--- config.mk ---
export PLATFORM = sky130hd
export DESIGN_NAME = battery_sleep_relax_detector
export DESIGN_NICKNAME = d
export VERILOG_FILES = /design/src/rtl/bsrd_pkg.sv /design/src/rtl/bsrd_cfg.sv /design/src/rtl/bsrd_core.sv /design/src/rtl/battery_sleep_relax_detector.sv
export SDC_FILE = /design/constraint.sdc
export NUM_CORES = 1
export LEC_CHECK = 0
export BUFFER_PORTS_ARGS = -buffer_cell sky130_fd_sc_hd__buf_2
export CAP_MARGIN = 15
export CORE_MARGIN = 2
export CORE_UTILIZATION = 65
export CTS_CLUSTER_DIAMETER = 120
export CTS_CLUSTER_SIZE = 14
export DETAILED_ROUTE_END_ITERATION = 8
export PLACE_DENSITY = 0.85
export SYNTH_ARGS = -nofsm -noshare
export SYNTH_HDL_FRONTEND = slang
export SYNTH_SLANG_ARGS = --single-unit
--- constraint.sdc ---
create_clock -name clk -period 11.7 [get_ports clk]
set_input_delay 2.34 -clock clk [delete_from_list [all_inputs] [get_ports clk]]
set_output_delay 2.34 -clock clk [all_outputs]
set_load 0.05 [all_outputs]
--- src/rtl/bsrd_pkg.sv ---
// shared types and constants for the battery sleep / relax detector
package bsrd_pkg;

	// register indexes on the configuration port
	typedef enum logic [2:0] {
		REG_ENTER_THRESH = 3'd0,
		REG_ENTER_COUNT  = 3'd1,
		REG_EXIT_THRESH  = 3'd2,
		REG_EXIT_COUNT   = 3'd3,
		REG_RELAX_SECS   = 3'd4
	} reg_index_t;

	localparam int CurrentWidth = 16;
	localparam int MagWidth     = 17;
	localparam int ThreshWidth  = 15;
	localparam int CountWidth   = 8;
	localparam int PeriodWidth  = 16;
	localparam int TimeWidth    = 32;
	localparam int CfgDataWidth = 16;
	localparam int InDataWidth  = 72;
	localparam int OutDataWidth = 40;

	localparam logic [ThreshWidth-1:0] ResetEnterCurrent = 15'd10;
	localparam logic [CountWidth-1:0]  ResetEnterSamples = 8'd4;
	localparam logic [ThreshWidth-1:0] ResetExitCurrent  = 15'd20;
	localparam logic [CountWidth-1:0]  ResetExitSamples  = 8'd4;
	localparam logic [PeriodWidth-1:0] ResetRelaxPeriod  = 16'd1800;
	localparam logic [CountWidth-1:0]  CountMax          = '1;

	typedef struct packed {
		logic [ThreshWidth-1:0] enter_thresh;
		logic [CountWidth-1:0]  enter_count;
		logic [ThreshWidth-1:0] exit_thresh;
		logic [CountWidth-1:0]  exit_count;
		logic [PeriodWidth-1:0] relax_secs;
	} cfg_t;

	typedef struct packed {
		logic                           clear_sleep_total;
		logic [TimeWidth-1:0]           now_seconds;
		logic signed [CurrentWidth-1:0] average_current;
		logic signed [CurrentWidth-1:0] instant_current;
	} sample_t;

	typedef struct packed {
		logic [TimeWidth-1:0] sleep_seconds_total;
		logic                 calibrate_pulse;
		logic                 is_sleeping;
		logic                 is_relaxed;
	} result_t;

	// magnitude of a 16-bit two's complement current, minus full scale gives 32768
	function automatic logic [MagWidth-1:0] magnitude(input logic [CurrentWidth-1:0] raw);
		logic [MagWidth-1:0] ext;
		ext = {1'b0, raw};
		if (raw[CurrentWidth-1]) begin
			return (MagWidth'(1) << CurrentWidth) - ext;
		end
		return ext;
	endfunction

endpackage

--- src/rtl/bsrd_cfg.sv ---
// configuration registers of the detector
module bsrd_cfg (
	input  logic                                 clk,
	input  logic                                 arst_n,
	input  logic                                 cfg_wen,
	input  logic [2:0]                           cfg_index,
	input  logic [bsrd_pkg::CfgDataWidth-1:0]    cfg_wdata,
	output bsrd_pkg::cfg_t                       cfg
);

	bsrd_pkg::cfg_t cfg_q;

	// register writes, unknown indexes are dropped
	always_ff @(posedge clk or negedge arst_n) begin
		if (!arst_n) begin
			cfg_q.enter_thresh <= bsrd_pkg::ResetEnterCurrent;
			cfg_q.enter_count  <= bsrd_pkg::ResetEnterSamples;
			cfg_q.exit_thresh  <= bsrd_pkg::ResetExitCurrent;
			cfg_q.exit_count   <= bsrd_pkg::ResetExitSamples;
			cfg_q.relax_secs   <= bsrd_pkg::ResetRelaxPeriod;
		end else if (cfg_wen) begin
			unique case (cfg_index)
				bsrd_pkg::REG_ENTER_THRESH: begin
					cfg_q.enter_thresh <= cfg_wdata[bsrd_pkg::ThreshWidth-1:0];
				end
				bsrd_pkg::REG_ENTER_COUNT: begin
					cfg_q.enter_count <= cfg_wdata[bsrd_pkg::CountWidth-1:0];
				end
				bsrd_pkg::REG_EXIT_THRESH: begin
					cfg_q.exit_thresh <= cfg_wdata[bsrd_pkg::ThreshWidth-1:0];
				end
				bsrd_pkg::REG_EXIT_COUNT: begin
					cfg_q.exit_count <= cfg_wdata[bsrd_pkg::CountWidth-1:0];
				end
				bsrd_pkg::REG_RELAX_SECS: begin
					cfg_q.relax_secs <= cfg_wdata[bsrd_pkg::PeriodWidth-1:0];
				end
				default: begin
				end
			endcase
		end
	end

	assign cfg = cfg_q;

endmodule

--- src/rtl/bsrd_core.sv ---
// detector state and the per-sample update logic
module bsrd_core (
	input  logic              clk,
	input  logic              arst_n,
	input  logic              step,
	input  bsrd_pkg::sample_t sample,
	input  bsrd_pkg::cfg_t    cfg,
	output bsrd_pkg::result_t result
);

	logic                                sleeping_q;
	logic                                relaxed_q;
	logic [bsrd_pkg::CountWidth-1:0]     count_q;
	logic [bsrd_pkg::TimeWidth-1:0]      start_q;
	logic [bsrd_pkg::TimeWidth-1:0]      last_q;
	logic [bsrd_pkg::TimeWidth-1:0]      total_q;

	logic                                sleeping_d;
	logic                                relaxed_d;
	logic [bsrd_pkg::CountWidth-1:0]     count_d;
	logic [bsrd_pkg::TimeWidth-1:0]      start_d;
	logic [bsrd_pkg::TimeWidth-1:0]      last_d;
	logic [bsrd_pkg::TimeWidth-1:0]      total_d;
	logic                                pulse;

	logic [bsrd_pkg::MagWidth-1:0]       inst_mag;
	logic [bsrd_pkg::MagWidth-1:0]       avg_mag;
	logic [bsrd_pkg::CountWidth-1:0]     count_inc;
	logic [bsrd_pkg::TimeWidth-1:0]      total_base;
	logic [bsrd_pkg::TimeWidth-1:0]      since_start;

	assign inst_mag    = bsrd_pkg::magnitude(sample.instant_current);
	assign avg_mag     = bsrd_pkg::magnitude(sample.average_current);
	assign count_inc   = (count_q == bsrd_pkg::CountMax) ? count_q : count_q + 1'b1;
	assign total_base  = sample.clear_sleep_total ? '0 : total_q;
	assign since_start = sample.now_seconds - start_q;

	// next state for one sample
	always_comb begin
		sleeping_d = sleeping_q;
		relaxed_d  = relaxed_q;
		count_d    = count_q;
		start_d    = start_q;
		last_d     = last_q;
		total_d    = total_base;
		pulse      = 1'b0;
		if (!sleeping_q) begin
			// awake: count quiet samples toward sleep
			if (inst_mag <= {2'b00, cfg.enter_thresh}) begin
				count_d = count_inc;
				if (count_inc >= cfg.enter_count) begin
					start_d    = sample.now_seconds;
					last_d     = sample.now_seconds;
					sleeping_d = 1'b1;
					pulse      = 1'b1;
				end
			end else begin
				count_d = '0;
			end
		end else begin
			// asleep: accumulate time, watch for busy current or relax
			total_d = total_base + (sample.now_seconds - last_q);
			last_d  = sample.now_seconds;
			if (avg_mag > {2'b00, cfg.exit_thresh}) begin
				if (inst_mag > {2'b00, cfg.exit_thresh}) begin
					count_d = count_inc;
				end else begin
					count_d = '0;
				end
				if (count_d > cfg.exit_count) begin
					start_d    = '0;
					sleeping_d = 1'b0;
					relaxed_d  = 1'b0;
				end
			end else begin
				count_d = '0;
				if (!relaxed_q && since_start > {16'd0, cfg.relax_secs}) begin
					relaxed_d = 1'b1;
					pulse     = 1'b1;
				end
			end
		end
	end

	// state registers, advanced once per transaction
	always_ff @(posedge clk or negedge arst_n) begin
		if (!arst_n) begin
			sleeping_q <= 1'b0;
			relaxed_q  <= 1'b0;
			count_q    <= '0;
			start_q    <= '0;
			last_q     <= '0;
			total_q    <= '0;
		end else if (step) begin
			sleeping_q <= sleeping_d;
			relaxed_q  <= relaxed_d;
			count_q    <= count_d;
			start_q    <= start_d;
			last_q     <= last_d;
			total_q    <= total_d;
		end
	end

	assign result.is_relaxed          = relaxed_d;
	assign result.is_sleeping         = sleeping_d;
	assign result.calibrate_pulse     = pulse;
	assign result.sleep_seconds_total = total_d;

	// relax only exists while asleep
	a_relax_needs_sleep: assert property (@(posedge clk) disable iff (!arst_n)
		relaxed_q |-> sleeping_q)
		else $error("relax flag set while awake");

	// a calibrate pulse leaves the block asleep
	a_pulse_sleeping: assert property (@(posedge clk) disable iff (!arst_n)
		(step && pulse) |=> sleeping_q)
		else $error("calibrate pulse without sleep");

	// waking clears relax and the sleep entry time
	a_wake_clears: assert property (@(posedge clk) disable iff (!arst_n)
		$fell(sleeping_q) |-> (!relaxed_q && start_q == '0))
		else $error("wake left relax or entry time behind");

	// state only moves on a transaction
	a_hold_idle: assert property (@(posedge clk) disable iff (!arst_n)
		!step |=> $stable(total_q) && $stable(sleeping_q))
		else $error("state changed without a transaction");

endmodule

--- src/rtl/battery_sleep_relax_detector.sv ---
// top level of the battery sleep / relax detector
// One sample is accepted per clock unless stalled: it lands in an input register, then the
// compare and update logic advances the sleep state and loads the result register, so the
// block sustains one sample per cycle while the result stream keeps taking results.
// Either register stalls only when the result register is full and not being taken.
// Configuration writes take effect at the following clock edge; there is no read-back.
module battery_sleep_relax_detector (
	input  logic                                  clk,
	input  logic                                  arst_n,
	// configuration write port
	input  logic                                  cfg_wen,
	input  logic [2:0]                            cfg_index,
	input  logic [bsrd_pkg::CfgDataWidth-1:0]     cfg_wdata,
	// sample stream
	input  logic                                  s_axis_tvalid,
	output logic                                  s_axis_tready,
	// instant_current[15:0], average_current[31:16], now_seconds[63:32],
	// clear_sleep_total[64], zero fill [71:65]
	input  logic [bsrd_pkg::InDataWidth-1:0]      s_axis_tdata,
	// result stream
	output logic                                  m_axis_tvalid,
	input  logic                                  m_axis_tready,
	// is_relaxed[0], is_sleeping[1], calibrate_pulse[2], sleep_seconds_total[34:3],
	// zero fill [39:35]
	output logic [bsrd_pkg::OutDataWidth-1:0]     m_axis_tdata
);

	bsrd_pkg::cfg_t    cfg;
	bsrd_pkg::sample_t sample_s1;
	logic              valid_s1;
	bsrd_pkg::result_t result;
	bsrd_pkg::result_t result_s2;
	logic              valid_s2;
	logic              advance;

	bsrd_cfg u_cfg (
		.clk       (clk),
		.arst_n    (arst_n),
		.cfg_wen   (cfg_wen),
		.cfg_index (cfg_index),
		.cfg_wdata (cfg_wdata),
		.cfg       (cfg)
	);

	// handshake: the result register frees when empty or taken
	assign advance       = !valid_s2 || m_axis_tready;
	assign s_axis_tready = !valid_s1 || advance;

	// input register
	always_ff @(posedge clk or negedge arst_n) begin
		if (!arst_n) begin
			valid_s1 <= 1'b0;
		end else if (s_axis_tready) begin
			valid_s1 <= s_axis_tvalid;
		end
	end

	always_ff @(posedge clk) begin
		if (s_axis_tready && s_axis_tvalid) begin
			sample_s1 <= s_axis_tdata[$bits(bsrd_pkg::sample_t)-1:0];
		end
	end

	bsrd_core u_core (
		.clk    (clk),
		.arst_n (arst_n),
		.step   (valid_s1 && advance),
		.sample (sample_s1),
		.cfg    (cfg),
		.result (result)
	);

	// result register
	always_ff @(posedge clk or negedge arst_n) begin
		if (!arst_n) begin
			valid_s2 <= 1'b0;
		end else if (advance) begin
			valid_s2 <= valid_s1;
		end
	end

	always_ff @(posedge clk) begin
		if (advance && valid_s1) begin
			result_s2 <= result;
		end
	end

	assign m_axis_tvalid = valid_s2;
	assign m_axis_tdata  = {{(bsrd_pkg::OutDataWidth - $bits(bsrd_pkg::result_t)){1'b0}},
		result_s2};

endmodule

==> results of run 1 <==
## metal layers
layer	track usage, %	part of all wire (%)
met1	40.5	41
met5	0	0
met2	54.1	49
met4	13.1	4.3
met3	3.60	5.4
## report_power, final
group / total, mW / internal (mW) / switching (mW)
clock: 0.724 / 0.372 / 0.352
sequential: 1.38 / 1.23 / 0.147
combinational: 2.16 / 0.796 / 1.36
## kinds of logic after synthesis
group | after synthesis | share of synthesized area (%)
other | 1 | 0.0208
muxes | 65 | 3.79
DFF | 270 | 40.4
adders and majority gates | 175 | 13.5
and+or+nand+nor | 581 | 16.1
AOI/OAI and AO/OA | 453 | 15.9
xor gates and xnor gates | 77 | 3.74
buffers and inverters | 296 | 6.61
## state kept, by name (all words and copies together), names as in the netlist, 8 cells and up
register / count
u_core.last_q: 32
sample_s1: 65
u_cfg.cfg: 62
u_core.start_q: 32
m_axis_tdata: 35
u_core.total_q: 32
u_core.count_q: 8
## per-stage QoR
step                hold slack (ns)  power [mW]  util (%)
detailed placement            0.464        3.50      69.6
CTS                           0.480        4.24      72.0
global placement              0.459        3.40      69.6
finish                        0.482        4.26      72.0
global route                  0.513        4.57      72.0
floorplan                     0.447        2.99         -
## cell usage in the layout (no fill, tap or decap), types with 16 or more instances in the layout
cell / netlist / routed
xor2_1: 21 / 21
inv_1: 209 / 207
nand4_1: 71 / 71
nand3_1: 58 / 58
buf_2: 3 / 124
mux2_2: 25 / 25
a21o_1: 32 / 32
clkbuf_1: 66 / 17
xnor2_1: 56 / 56
nand2b_1: 50 / 50
o211ai_1: 40 / 40
clkbuf_16: 0 / 23
dfrtp_1: 160 / 159
nand2_1: 199 / 198
fa_1: 32 / 32
nor2_1: 67 / 67
edfxtp_1: 100 / 100
o21a_1: 18 / 18
o21ai_0: 134 / 134
nor3_1: 58 / 57
o31ai_1: 16 / 16
a21oi_1: 113 / 113
ha_1: 143 / 143
mux2i_1: 40 / 40
## worst min-delay path by stage
stage | start | to | cells after the start
floorplan | u_core.total_q[0]$_DFFE_PN0P_ | u_core.total_q[0]$_DFFE_PN0P_ | 2
global placement | u_core.total_q[1]$_DFFE_PN0P_ | u_core.total_q[1]$_DFFE_PN0P_ | 2
detailed placement | u_core.total_q[8]$_DFFE_PN0P_ | u_core.total_q[8]$_DFFE_PN0P_ | 2
CTS | u_core.total_q[8]$_DFFE_PN0P_ | u_core.total_q[8]$_DFFE_PN0P_ | 2
global route | u_core.total_q[3]$_DFFE_PN0P_ | u_core.total_q[3]$_DFFE_PN0P_ | 2
finish | u_core.total_q[8]$_DFFE_PN0P_ | u_core.total_q[8]$_DFFE_PN0P_ | 2
## worst max-delay path: cells and delay by family, from the launching register on
kind	cells	cell delay (ns)
compound gates	9	2.22
xor+xnor	1	0.23
fa+ha+maj	2	0.63
buf+inv	1	0.40
flops	1	0.47
mux	1	0.17
simple gates	8	2.01
## area by class of cell
| type | instances | area [sq um] | area share (%) |
|---|---|---|---|
| Clock inverter | 2 | 20.0 | 0.103 |
| Timing Repair Buffer | 140 | 744 | 3.81 |
| Multi-Input combinational cell | 1356 | 9590 | 49.1 |
| Inverter | 209 | 786 | 4.03 |
| Clock buffer | 40 | 639 | 3.28 |
| Tap cell | 372 | 465 | 2.38 |
| Sequential cell | 270 | 7270 | 37.3 |
==> impl_metrics.ini, run 1 <==
[status]
status = complete, no violations

[grt]
grt_pass1_wl_microns = 73000
grt_max_degree = 83
grt_use_total_pct = 31.4
grt-ovfl-total = 0
antenna_found_initial = 0
grt_pass1_vias = 14700

[timing]
setup_viol = 0
hold_viol_final = 0
drv_slew = 0
worst_pin_slew_ns = 1.04
setup_tns_ns = 0
final.min_clock_period_ns = 6.23
max_freq_mhz = 160
skew_ns = 0.0194
fin_crit_sh_pct = 53.3
rsz0062_at_grt = no
worst_slack_ns = 5.47
slew_headroom_pct = 30.4

[placement]
place_inst = 2347
hpwlAfterDp_microns = 32800
gp_congestion = 0.924
post-place-ws_ns = 5.62
place_area_sq_mm = 0.0189
portBuffers = 125

[cells_and_area]
layoutNonFillerInstCount = 2389
syn2layout_area_growth_pct = 8.37
diodes = 0
fillers = 2014
fin_area_sq_mm = 0.0195
layout-drive-gt1-share_pct = 11.2
nNetsFinal = 2271

[logic_synthesis]
yosys.area.top_type = dfrtp_1
synth-seq-cells = 270
async_reset_ff_share_pct = 63.0
yosysMostFrequentCell = inv_1
synthCells = 1918
yosys-top-cells-area = dfrtp_1 22%, edfxtp_1 17%, ha_1 9.9%, inv_1 4.4%, nand2_1 4.1%
seq_area_frac_synth_pct = 40.4
synth_edf_count = 100
synthFlopType = dfrtp_1
ys_top_cells_by_count = 209 x inv_1, 199 x nand2_1, 160 x dfrtp_1
synth.top_cell.area_share_pct = 22.2
syn_area_sq_mm = 0.0180
yosys_warnings = 0
syn_area_per_cell_sq_um = 9.39
synth.distinct_cells = 74

[die]
rows = 60
core_sq_mm = 0.0271
start_util_pct = 66.5
chipHeight_microns = 170
ios = 138
die_area_sq_mm = 0.0291
die_x_microns = 170

[clocking]
cts-root-buf = clkbuf_16
tritoncts.num_buffers = 23
h-tree-depth = 1
clkTransAtPathRegs_ns = 0.07
cts-resized-gates = 0
worstSkewPairLatency_ns = 0.55
numClockSinks = 270
cts_setup_buffers = 0
cts_buffer_depth = 3
holdBufCountCts = 0
cts_tree = done

[power_and_ir_drop]
powerDensity_mw_per_mm2 = 218
ir_drop_uv = 177
leakage_nw = 8.83

[hold_path]
hp-class = reg2reg

[drt]
drt_wl_total_microns = 44800
drt-wirelength-per-cell_microns = 18.8
detail-route-antenna-nets = 0
firstDrtPassIters = 6
drc = 0
vias = 14800
drt_iter0_drc = 1428
routed_via_density = 6.18

[critical_path]
cp-endpoint = u_core.start_q[10]$_DFFE_PN0P_
rrSetupSlack_ns = 5.47
slowest_delay_ns = 0.67
cp_common_cell = o21ai_0
reg2regPathDepth = 22
crit_arrival_ns = 6.67
path_cells = or4_1 -> or3_1 -> or4_1 -> o21ai_0 -> xnor2_1 -> ha_1 -> nand4_1 -> a21oi_1 -> o31a_1 -> o41ai_2 -> nor2_1 -> ha_1 -> nor2b_1 -> o21ai_0 -> nand2b_1 -> a21oi_1 -> o21ai_0 -> o21a_1 -> o211ai_1 -> buf_4 -> nand2_1 -> mux2i_1
regToRegStartpoint = sample_s1[3]$_DFFE_PP_
criticalPathCategory = reg2reg
crit_slowest_cell = o41ai_2
end_kind = register
path_max_fanout = 23
cp.required_ns = 12.13
startpoint_type = register
reg2reg_to = u_core.start_q[10]$_DFFE_PN0P_
crit_start = sample_s1[3]$_DFFE_PP_

[run]
drv_cap = 0
Note: power is estimated with default switching activity, not from simulation.
==> inputs of run 2 (changes only) <==
--- a/config.mk
+++ b/config.mk
@@ -8,11 +8,11 @@
 export BUFFER_PORTS_ARGS = -buffer_cell sky130_fd_sc_hd__buf_2
 export CAP_MARGIN = 15
 export CORE_MARGIN = 2
-export CORE_UTILIZATION = 65
+export CORE_UTILIZATION = 62
 export CTS_CLUSTER_DIAMETER = 120
 export CTS_CLUSTER_SIZE = 14
 export DETAILED_ROUTE_END_ITERATION = 8
-export PLACE_DENSITY = 0.85
+export PLACE_DENSITY = 0.82
 export SYNTH_ARGS = -nofsm -noshare
 export SYNTH_HDL_FRONTEND = slang
 export SYNTH_SLANG_ARGS = --single-unit
==> constraint.sdc (replaced) <==
create_clock -name clk -period 6.11 [get_ports clk]
set_input_delay 1.222 -clock clk [delete_from_list [all_inputs] [get_ports clk]]
set_output_delay 1.222 -clock clk [all_outputs]
set_load 0.05 [all_outputs]
==> run 2 against run 1 <==
Clock power increased by 95%. Maximum frequency up 11%. Hold slack gained 0.0045 ns. Die area increased by 4.7%. Critical path type unchanged.
==> impl_metrics.ini, run 2 (same netlist as run 1, synthesis figures left out) <==
[status]
status = complete, no violations

[critical_path]
startpoint_type = register
cp.required_ns = 6.54
end_kind = register
critPathBufInv = 2
cp_top_family = simple AND/OR/NAND/NOR gates
reg2regPathDepth = 23
crit_arrival_ns = 6.07
path_max_fanout = 33
path_cells = or4_1 -> or3_1 -> or4_1 -> o21ai_0 -> xnor2_1 -> ha_1 -> nand4_1 -> a21oi_1 -> o31a_1 -> o41ai_1 -> buf_4 -> nor2_1 -> ha_1 -> nor2b_1 -> o21ai_0 -> nand2b_1 -> a21oi_1 -> o21ai_0 -> o21a_1 -> o211ai_1 -> buf_4 -> nand2_1 -> mux2i_1
crit_slowest_cell = or4_1
path_depth = 23
criticalPathCategory = reg2reg
slowest_delay_ns = 0.58
cp_common_cell = o21ai_0

[drt]
drt-wirelength-per-cell_microns = 18.5
drt_iter0_drc = 1186
routed_via_density = 6.15
detail-route-antenna-nets = 0
drt_wl_total_microns = 44500
drc = 0
firstDrtPassIters = 6
vias = 14800

[cells_and_area]
largest_reg_flops = 65
layout-drive-gt1-share_pct = 11.2
syn2layout_area_growth_pct = 8.60
top_register = sample_s1
nNetsFinal = 2274
seq_area_sq_mm = 0.00727
finish.utilization_pct = 68.3
layoutNonFillerInstCount = 2404
diodes = 0
fillers = 2195
multi_input_area_sq_mm = 0.00959
final_cell_mix = 207 x inv_1, 198 x nand2_1, 159 x dfrtp_1
final_common_cell = inv_1

[timing]
rsz0062_at_grt = no
fin_crit_sh_pct = 92.3
drv_slew = 0
setup_viol = 0
setup_tns_ns = 0
worst_pin_slew_ns = 0.969
hold_viol_final = 0
final.min_clock_period_ns = 5.64
worst_slack_ns = 0.472
skew_ns = 0.0244
max_freq_mhz = 177
slew_headroom_pct = 35.4
hold_ws_ns = 0.486

[power_and_ir_drop]
p_seq_share_pct = 32.2
powerDensity_mw_per_mm2 = 417
ir_drop_uv = 255
p_switching_mw = 3.55
leakage_nw = 8.84
p_clk_share_pct = 17.3
intPower_mw = 4.60
switching_share_pct = 43.6
pwr-share-comb_pct = 50.5

[clocking]
cts-root-buf = clkbuf_16
cts_tree = done
numClockSinks = 270
cts_setup_buffers = 0
cts_buffer_depth = 3
h-tree-depth = 1
clkTransAtPathRegs_ns = 0.07
tritoncts.num_buffers = 23
worstSkewPairLatency_ns = 0.55
holdBufCountCts = 0
cts-resized-gates = 0

[die]
core_sq_mm = 0.0286
rows = 62
start_util_pct = 62.9
ios = 138
die_x_microns = 174
chipHeight_microns = 174
die_area_sq_mm = 0.0304

[grt]
grt_pass1_wl_microns = 72600
grt_max_degree = 82
grt-ovfl-total = 0
grt_pass1_vias = 14700
antenna_found_initial = 0
grt_use_total_pct = 29.3

[hold_path]
hp-class = reg2reg
hold-path-cell-count = 2

[placement]
portBuffers = 125
hpwlAfterDp_microns = 32600
post-place-ws_ns = 0.546
place_inst = 2362
gp_congestion = 0.915

[run]
drv_cap = 0
-- run 2: cell types whose count changed in the layout (fill, tap and decap cells not counted) --
cell,delta
inv_6,-1
inv_16,+1
buf_4,+3
o41ai_2,-1
o41ai_1,+1
-- run 2: through the flow --
| step | power [mW] | cell area (sq um) |
|---|---|---|
| after detailed placement | 6.69 | 18900 |
| after floorplan | 5.73 | 18000 |
| final | 8.15 | 19600 |
| after global placement | 6.53 | 18900 |
| after CTS | 8.12 | 19600 |
| after global routing | 8.75 | 19600 |
-- run 2: routing by layer --
metal | global-route usage (%) | vias up | part of all wire [%] | wire, microns
li1 | - | 6984 | - | -
met1 | 37.4 | 7148 | 41 | 18200
met2 | 50.8 | 537 | 50 | 22100
met3 | 3.89 | 110 | 5.7 | 2560
met4 | 10.9 | 0 | 3.6 | 1610
met5 | 0 | - | 0 | 0
-- run 2: layout make-up --
type                            count  share of cell area (%)
Multi-Input combinational cell   1356                    49.0
Tap cell                          384                    2.46
Clock buffer                       40                    3.27
Clock inverter                      2                   0.160
Sequential cell                   270                    37.2
Inverter                          209                    4.02
Timing Repair Buffer              143                    3.92
-- run 2: final timing paths --
path / start / to / slack [ns]
max in group asynchronous: arst_n / u_core.sleeping_q$_DFFE_PN0P_ / 4.12
min in group asynchronous: arst_n / u_cfg.cfg[58]$_DFFE_PN0P_ / 0.67
worst max-delay path: sample_s1[3]$_DFFE_PP_ / u_core.start_q[25]$_DFFE_PN0P_ / 0.47
worst max register to register: sample_s1[3]$_DFFE_PP_ / u_core.start_q[25]$_DFFE_PN0P_ / 0.47
worst min-delay path: u_core.total_q[3]$_DFFE_PN0P_ / u_core.total_q[3]$_DFFE_PN0P_ / 0.49
worst min register to register: u_core.total_q[3]$_DFFE_PN0P_ / u_core.total_q[3]$_DFFE_PN0P_ / 0.49
-- run 2: worst register-to-register path: stages (launching register included) --
cell,delay (ns)
edfxtp_1,0.45
or4_1,0.58
or3_1,0.36
or4_1,0.46
o21ai_0,0.21
xnor2_1,0.18
ha_1,0.28
nand4_1,0.14
a21oi_1,0.06
o31a_1,0.29
o41ai_1,0.38
buf_4,0.23
nor2_1,0.06
ha_1,0.30
nor2b_1,0.14
o21ai_0,0.14
nand2b_1,0.07
a21oi_1,0.14
o21ai_0,0.09
o21a_1,0.18
o211ai_1,0.12
buf_4,0.38
nand2_1,0.11
mux2i_1,0.17
-- run 2: power by group through the flow --
stage | Sequential [mW] | Clock, mW | Combinational, mW
after floorplan | 2.88 | 0 | 2.85
after global placement | 2.64 | 0 | 3.89
after detailed placement | 2.65 | 0 | 4.03
after CTS | 2.62 | 1.43 | 4.07
after global routing | 2.67 | 1.49 | 4.60
final | 2.63 | 1.41 | 4.11
